File: src/sv/tmb_pkg.sv
// ----------------------------------------------------------------------------
// tmb_pkg
// Shared types, constants and helpers of the threshold mask blend unit.
// ----------------------------------------------------------------------------
package tmb_pkg;

  localparam int FRAC_BITS_DEFAULT = 16;
  localparam int DATA_W = 32;
  localparam int WEIGHT_W = 17;
  localparam int LEVEL_W = 34;
  localparam int CFG_IDX_W = 3;
  localparam logic [WEIGHT_W-1:0] WEIGHT_ONE = 17'h10000;

  typedef enum logic [CFG_IDX_W-1:0] {
    REG_INVERT_MODE,
    REG_THRESHOLD,
    REG_FEATHER,
    REG_FILL_REAL,
    REG_FILL_IMAG,
    REG_ACCUMULATE,
    REG_ACC_SCALE,
    REG_MASK_IS_COMPLEX
  } cfg_reg_t;

  typedef enum logic [1:0] {
    W_SMOOTH,
    W_ZERO,
    W_ONE
  } wclass_t;

  typedef struct packed {
    logic                     invert_mode;
    logic signed [DATA_W-1:0] threshold;
    logic [30:0]              feather;
    logic signed [DATA_W-1:0] fill_real;
    logic signed [DATA_W-1:0] fill_imag;
    logic                     accumulate;
    logic [30:0]              acc_scale;
    logic                     mask_is_complex;
  } cfg_t;

  typedef struct packed {
    logic signed [DATA_W-1:0] in_real;
    logic signed [DATA_W-1:0] in_imag;
    logic signed [DATA_W-1:0] mask_real;
    logic signed [DATA_W-1:0] mask_imag;
    logic signed [DATA_W-1:0] prev_real;
    logic signed [DATA_W-1:0] prev_imag;
  } item_t;

  function automatic logic signed [DATA_W-1:0] sat32(input logic signed [65:0] v);
    logic signed [65:0] hi;
    logic signed [65:0] lo;
    hi = 66'sd2147483647;
    lo = -66'sd2147483648;
    if (v > hi) begin
      sat32 = 32'sh7fffffff;
    end else if (v < lo) begin
      sat32 = 32'sh80000000;
    end else begin
      sat32 = v[DATA_W-1:0];
    end
  endfunction

endpackage

File: src/sv/tmb_weight.sv
// ----------------------------------------------------------------------------
// tmb_weight
// Weight from mask level: band test, pipelined divide, smoothstep cubic, invert.
// ----------------------------------------------------------------------------
module tmb_weight (
  input  logic               clk,
  input  logic               rst,
  input  logic               en,
  input  tmb_pkg::cfg_t      cfg,
  input  logic               in_valid,
  input  tmb_pkg::item_t     in_item,
  input  logic signed [33:0] level,
  output logic               out_valid,
  output tmb_pkg::item_t     out_item,
  output logic [16:0]        weight
);
  import tmb_pkg::*;

  localparam int DIV_STAGES = 8;

  logic signed [33:0] thr_x;
  logic signed [33:0] fea_x;
  logic signed [33:0] e0;
  logic signed [33:0] e1;
  logic [33:0]        diff;
  wclass_t            cls_next;
  logic [31:0]        divisor;

  logic        d_v   [0:DIV_STAGES];
  item_t       d_it  [0:DIV_STAGES];
  wclass_t     d_cls [0:DIV_STAGES];
  logic [32:0] d_rem [0:DIV_STAGES];
  logic [15:0] d_q   [0:DIV_STAGES];

  logic        c1_v;
  item_t       c1_it;
  wclass_t     c1_cls;
  logic [31:0] c1_tt;
  logic [17:0] c1_lin;
  logic        c2_v;
  item_t       c2_it;
  wclass_t     c2_cls;
  logic [49:0] c2_p;
  logic [50:0] p_round;
  logic [16:0] w_raw;

  assign thr_x = {{2{cfg.threshold[31]}}, cfg.threshold};
  assign fea_x = {3'b000, cfg.feather};
  assign e0 = thr_x - fea_x;
  assign e1 = thr_x + fea_x;
  assign diff = level - e0;
  assign divisor = {cfg.feather, 1'b0};

  always_comb begin
    if (cfg.feather == 31'd0) begin
      cls_next = (level >= thr_x) ? W_ONE : W_ZERO;
    end else if (level <= e0) begin
      cls_next = W_ZERO;
    end else if (level >= e1) begin
      cls_next = W_ONE;
    end else begin
      cls_next = W_SMOOTH;
    end
  end

  always_ff @(posedge clk) begin
    if (rst) begin
      d_v[0] <= 1'b0;
    end else if (en) begin
      d_v[0] <= in_valid;
    end
  end

  always_ff @(posedge clk) begin
    if (en) begin
      d_it[0]  <= in_item;
      d_cls[0] <= cls_next;
      d_rem[0] <= {1'b0, diff[31:0]};
      d_q[0]   <= '0;
    end
  end

  for (genvar k = 0; k < DIV_STAGES; k++) begin : g_div
    logic [32:0] rem_next;
    logic [15:0] q_next;

    always_comb begin : step
      logic [32:0] r;
      logic [15:0] q;
      r = d_rem[k];
      q = d_q[k];
      for (int j = 0; j < 2; j++) begin
        r = {r[31:0], 1'b0};
        if (r >= {1'b0, divisor}) begin
          r = r - {1'b0, divisor};
          q = {q[14:0], 1'b1};
        end else begin
          q = {q[14:0], 1'b0};
        end
      end
      rem_next = r;
      q_next = q;
    end

    always_ff @(posedge clk) begin
      if (rst) begin
        d_v[k+1] <= 1'b0;
      end else if (en) begin
        d_v[k+1] <= d_v[k];
      end
    end

    always_ff @(posedge clk) begin
      if (en) begin
        d_it[k+1]  <= d_it[k];
        d_cls[k+1] <= d_cls[k];
        d_rem[k+1] <= rem_next;
        d_q[k+1]   <= q_next;
      end
    end
  end

  assign p_round = {1'b0, c2_p} + 51'h80000000;

  always_comb begin
    case (c2_cls)
      W_SMOOTH: w_raw = p_round[48:32];
      W_ONE:    w_raw = WEIGHT_ONE;
      W_ZERO:   w_raw = '0;
      default:  w_raw = '0;
    endcase
  end

  always_ff @(posedge clk) begin
    if (rst) begin
      c1_v      <= 1'b0;
      c2_v      <= 1'b0;
      out_valid <= 1'b0;
    end else if (en) begin
      c1_v      <= d_v[DIV_STAGES];
      c2_v      <= c1_v;
      out_valid <= c2_v;
    end
  end

  always_ff @(posedge clk) begin
    if (en) begin
      c1_it    <= d_it[DIV_STAGES];
      c1_cls   <= d_cls[DIV_STAGES];
      c1_tt    <= d_q[DIV_STAGES] * d_q[DIV_STAGES];
      c1_lin   <= 18'd196608 - {1'b0, d_q[DIV_STAGES], 1'b0};
      c2_it    <= c1_it;
      c2_cls   <= c1_cls;
      c2_p     <= c1_tt * c1_lin;
      out_item <= c2_it;
      weight   <= cfg.invert_mode ? (WEIGHT_ONE - w_raw) : w_raw;
    end
  end

endmodule

File: config.mk
export PLATFORM = sky130hd
export DESIGN_NAME = tmb_weight
export DESIGN_NICKNAME = d
export VERILOG_FILES = /design/src/sv/tmb_pkg.sv /design/src/sv/tmb_weight.sv
export SDC_FILE = /design/constraint.sdc
export NUM_CORES = 2
export LEC_CHECK = 0
export BUFFER_PORTS_ARGS = -buffer_cell sky130_fd_sc_hd__buf_4
export CAP_MARGIN = 10
export CELL_PAD_IN_SITES_DETAIL_PLACEMENT = 0
export CELL_PAD_IN_SITES_GLOBAL_PLACEMENT = 2
export CORE_UTILIZATION = 45
export CTS_CLUSTER_DIAMETER = 60
export CTS_CLUSTER_SIZE = 16
export DETAILED_ROUTE_END_ITERATION = 10
export PLACE_DENSITY_LB_ADDON = 0.1
export SYNTH_ARGS = -nofsm -noshare
export SYNTH_HDL_FRONTEND = slang
export SYNTH_SLANG_ARGS = --single-unit
export TNS_END_PERCENT = 5
File: constraint.sdc
create_clock -name clk -period 8.58 [get_ports clk]
set_input_delay 0.858 -clock clk [delete_from_list [all_inputs] [get_ports clk]]
set_output_delay 0.858 -clock clk [all_outputs]
set_load 0.1 [all_outputs]
Word level (Yosys, flattened, before mapping):

Memories as Yosys holds them, arrays and structs flattened. A register that Yosys moved wholly into a read port is not among the register bits.
Cells that the tools add are included.

* output and inout port bits: 210
* memories: 5
* logic and storage cells: 132
* register bits: 504
* bits of input ports: 391
* bits in writable memories: 2196

* $lt $le $gt $ge: 19
* bitwise operators: 9
* equality and inequality tests: 1
* reductions and logical operators: 2
* add/sub/neg operators: 22
* $mul: 2
* multiplexer cells: 53

Memory list
* d_it: depth 9, bits a word 192, read ports 9, clocked after Yosys merged registers in 1, write ports 9, RTL line tmb_weight.sv:30 `item_t d_it [0:DIV_STAGES];`
* d_rem: depth 9, bits a word 33, read ports 8, clocked after Yosys merged registers in 0, write ports 9, RTL line tmb_weight.sv:32 `logic [32:0] d_rem [0:DIV_STAGES];`
* d_q: depth 9, bits a word 16, read ports 9, clocked after Yosys merged registers in 0, write ports 9, RTL line tmb_weight.sv:33 `logic [15:0] d_q [0:DIV_STAGES];`
* d_cls: depth 9, bits a word 2, read ports 9, clocked after Yosys merged registers in 1, write ports 9, RTL line tmb_weight.sv:31 `wclass_t d_cls [0:DIV_STAGES];`
* d_v: depth 9, bits a word 1, read ports 9, clocked after Yosys merged registers in 1, write ports 9, RTL line tmb_weight.sv:29 `logic d_v [0:DIV_STAGES];`

Operators with widths (count)
* $ge 33x32->1: 16
* $sub 32x32->32: 9
* $mux 33: 8
* $sub 33x32->33: 8
* $mux 32: 8
* $add 49x32->49 const B: 1
* $mul 32x18->49: 1
* $ge 34x32->1: 1
* $ge 34x33->1: 1
* $le 34x33->1: 1
* $pmux 17 s2: 1
* $add 32x32->33: 1
* $sub 32x32->33: 1
* $mul 16x16->32: 1
* $logic_not 31->1: 1
* $mux 1: 31
* $sub 18x17->18 const A: 1
* $mux 17: 1
* $sub 17x17->17 const A: 1
* $or 1x1->1: 9
* $mux 2: 4
* $eq 2x2->1 const B: 1
* $logic_not 2->1: 1

Longest topological paths before layout:

* depth in word-level cells: 5
* depth in mapped cells: 30
* depth with buffers taken out: 26

Least setup slack after synthesis:

No wires, ideal clock.

* kind: in2reg
* start: input cfg[97] (netlist name)
* end: memory d_rem[6][15], in the netlist d_rem[0][213] (data pin)
* library setup time: 262 ps
* arrival time: 7662 ps
* path buffers: 6
* path slack: 656 ps
* data required time: 8318 ps
* stages on the path: 27
* cell sequence: buf_2 clkbuf_1 inv_1 clkbuf_1 fa_1 a211o_1 a2111oi_2 o21ai_1 nand3_1 nand2_1 o211a_1 a2111oi_4 clkbuf_1 mux2_2 ha_1 a2111oi_0 nor3_1 o311ai_1 a211oi_1 or3_1 o22a_1 a211o_1 o31ai_1 o21a_1 buf_4 buf_4 mux2_1

RTL lines
* start: declaration: RTL line tmb_weight.sv:9 `input tmb_pkg::cfg_t cfg,`
* end: declaration: RTL line tmb_weight.sv:32

Final worst setup path:

* start: register c1_tt[12]
* end: register c2_p[39] (data pin)

* word-level cells in the longest chain between the ends: 1

Ends and longest elaborated chain
* start: declaration: RTL line tmb_weight.sv:38 `logic [31:0] c1_tt;`
* start signal: assignment: RTL line tmb_weight.sv:150 `c1_tt <= d_q[DIV_STAGES] * d_q[DIV_STAGES];`
* $mul 32x18->49: RTL line tmb_weight.sv:154 `c2_p <= c1_tt * c1_lin;`
* end signal: assignment: RTL line tmb_weight.sv:154
* end: declaration: RTL line tmb_weight.sv:43 `logic [49:0] c2_p;`

No other way between the ends.
A chain may end at the register's enable or synchronous reset.

==> flow_summary.yaml <==
die:
  start_util_pct: 45.4
  fp.dieH_um: 561
  core_area_um2: 310000
  io_pins: 601
  design.die.area_um2: 315000
  dieWidth_um: 561
  core.rowCount: 204
min_path:
  holdPathStages: 1
  min_path_type: "in2reg"
  holdPathEnd: "d_it[0][17]"
  holdCritStartpoint: "in_item[17]"
sta:
  setup_violations: 0
  worst_slack_ns: 0.916
  grt_setup_unrepaired: "false"
  max_freq_mhz: 130
  period_share_pct: 89.3
  clock_skew_ns: 0.0767
  finalMaxSlewViolations: 0
  relSlewSlack_pct: 24.9
  fin_crit_ns: 7.66
  worstMarginPinSlew_ns: 1.12
  final.setup.tns_ns: 0
  hold_violations: 0
global_routing:
  grt_antenna_before_repair: 39
  grt_pass1_vias: 83611
  grt_first_pass_wirelength_um: 461000
  grt_start_max_net_pins: 196
  track_usage_pct: 18.7
  grt_overflow_total: 0
clocking:
  cts_buffers: 242
  cts_sinks: 2741
  clk_path_buf_depth: 4
  tritoncts: "yes"
  clock_latency_ns: 0.98
  cts_root_buf: "clkbuf_16"
  cts-htree-levels: 4
  cts.clk_slew.worst_paths_ns: 0.07
logic_synthesis:
  synthesis.nets: 12205
  synth_area_um2: 141000
  seq_area_frac_synth_pct: 58.5
  ys_ff_latch: 2741
  synthFlopType: "edfxtp_1"
  syn-mean-instance-area_um2: 13.7
  synth_warnings: 0
  async_flop_share_pct: 0
  ys_types: 101
  synthCells: 10300
  synth_edf_count: 2738
drt:
  wl_per_cell_um: 19.2
  drt_iter0_drc: 4338
  vias_per_cell: 5.21
  num_vias: 80097
  routed_wl_um: 294000
  drcViolationCount: 0
  drtAntennaViolNets: 0
  drt-pass1-iter-count: 5
critical_path:
  critical_path.top_delay_family: "adder cells"
  cpMaxStageDelayCell: "edfxtp_1"
  worstSetupStartpointType: "register"
  rr_worst_depth: 25
  ff2ff_setup_slack_ns: 0.92
  crit_arrival_ns: 8.24
  path_buf_inv: 6
  crit_type: "reg2reg"
  crit_top_cell: "fa_1"
  regToRegEndpoint: "c2_p[39]"
  crit_start: "c1_tt[12]"
  worstReg2RegStart: "c1_tt[12]"
  cp-end-kind: "register"
  cp_data_required_time_ns: 9.16
  cp_max_fo: 17
  crit_path_max_incr_delay_ns: 0.83
finish:
  drive_gt1_share_pct: 12.4
  nFillCells: 26196
  final_common_cell: "edfxtp_1"
  final_cell_mix: "2,738 x edfxtp_1, 965 x inv_1, 907 x ha_1"
  final_nets: 13016
  synthToLayoutAreaGrowth_pct: 12.8
job:
  max-cap-violations: 0
place:
  port_buffers: 503
  gp_congestion: 0.936
  place_ws_ns: 0.209
  dp_hpwl_um: 223000
run_status:
  status: "completed"
## worst max path at each step
| stage | endpoint | depth (start not counted) |
|---|---|---|
| floorplan | d_rem[0][213] | 27 |
| global placement | d_rem[0][36] | 26 |
| detailed placement | d_rem[0][36] | 26 |
| CTS | c2_p[39] | 25 |
| global route | c2_p[39] | 25 |
| finish | c2_p[39] | 25 |
## registers in the layout, summed over array words and instances, names as in the netlist, 18 cells and up
| name | cells |
|---|---|
| c2_p | 18 |
| d_q | 72 |
| c1_tt | 31 |
| c2_it | 192 |
| d_it | 1728 |
| d_cls | 18 |
| c1_it | 192 |
| d_rem | 249 |
| out_item | 192 |
## area by class of cell
cell class	count	area (um^2)	share of cell area, %
well taps	4120	5150	3.25
multi-input cells	6365	53900	34.0
diodes	27	67.6	0.0426
clock inverters	98	1210	0.761
flip-flops and latches	2741	82300	51.8
clock buffers	257	6110	3.85
inverters	973	3650	2.30
repair buffers	788	6360	4.01
## cell usage after synthesis (101+ instances only)
library cell,count,share of area (%)
a21oi_1,551,2.0
and2_1,326,1.4
inv_1,965,2.6
nor2_1,456,1.2
xnor2_1,375,2.3
ha_1,907,8.1
edfxtp_1,2738,58
mux2_2,220,1.8
xor2_1,174,1.1
nand2_1,746,2.0
nor3_1,101,0.36
a21o_1,282,1.5
fa_1,607,8.6
o21ai_0,390,1.4
nand3_1,108,0.38
clkbuf_1,183,0.49
## per-layer routing
layer  routed length (um)  GRT usage, %  vias up
met1               128000          23.6    39547
met3                10800          2.69      501
met2               143000          32.1     1318
met5                   41             0        -
li1                     -             -    38723
met4                12200          7.73        8
## kinds of logic after synthesis
| family | share of synthesized area [%] |
|---|---|
| simple gates | 7.46 |
| xor+xnor | 3.42 |
| mux | 2.28 |
| flops | 58.5 |
| buf+inv | 3.25 |
| compound gates | 8.42 |
| fa+ha+maj | 16.7 |
## timing repair
action,in CTS,in global routing
setup buffers,0,0
resized for setup,0,0
hold buffers,47,0
endpoints found under the hold margin,47,0
## through the flow
step | cells | hold WS [ns] | area (um^2) | util, %
CTS | 15341 | 0.0181 | 159000 | 51.2
global placement | 14939 | 0.400 | 151000 | 48.7
global route | 15365 | 0.0350 | 159000 | 51.2
floorplan | 10300 | 0.400 | 141000 | -
finish | 15369 | 0.113 | 159000 | 51.2
detailed placement | 14939 | 0.405 | 151000 | 48.7
Power is left out: the tool's default activity adds up to more than one toggle a clock period on the data nets, which glitch-free logic cannot reach.
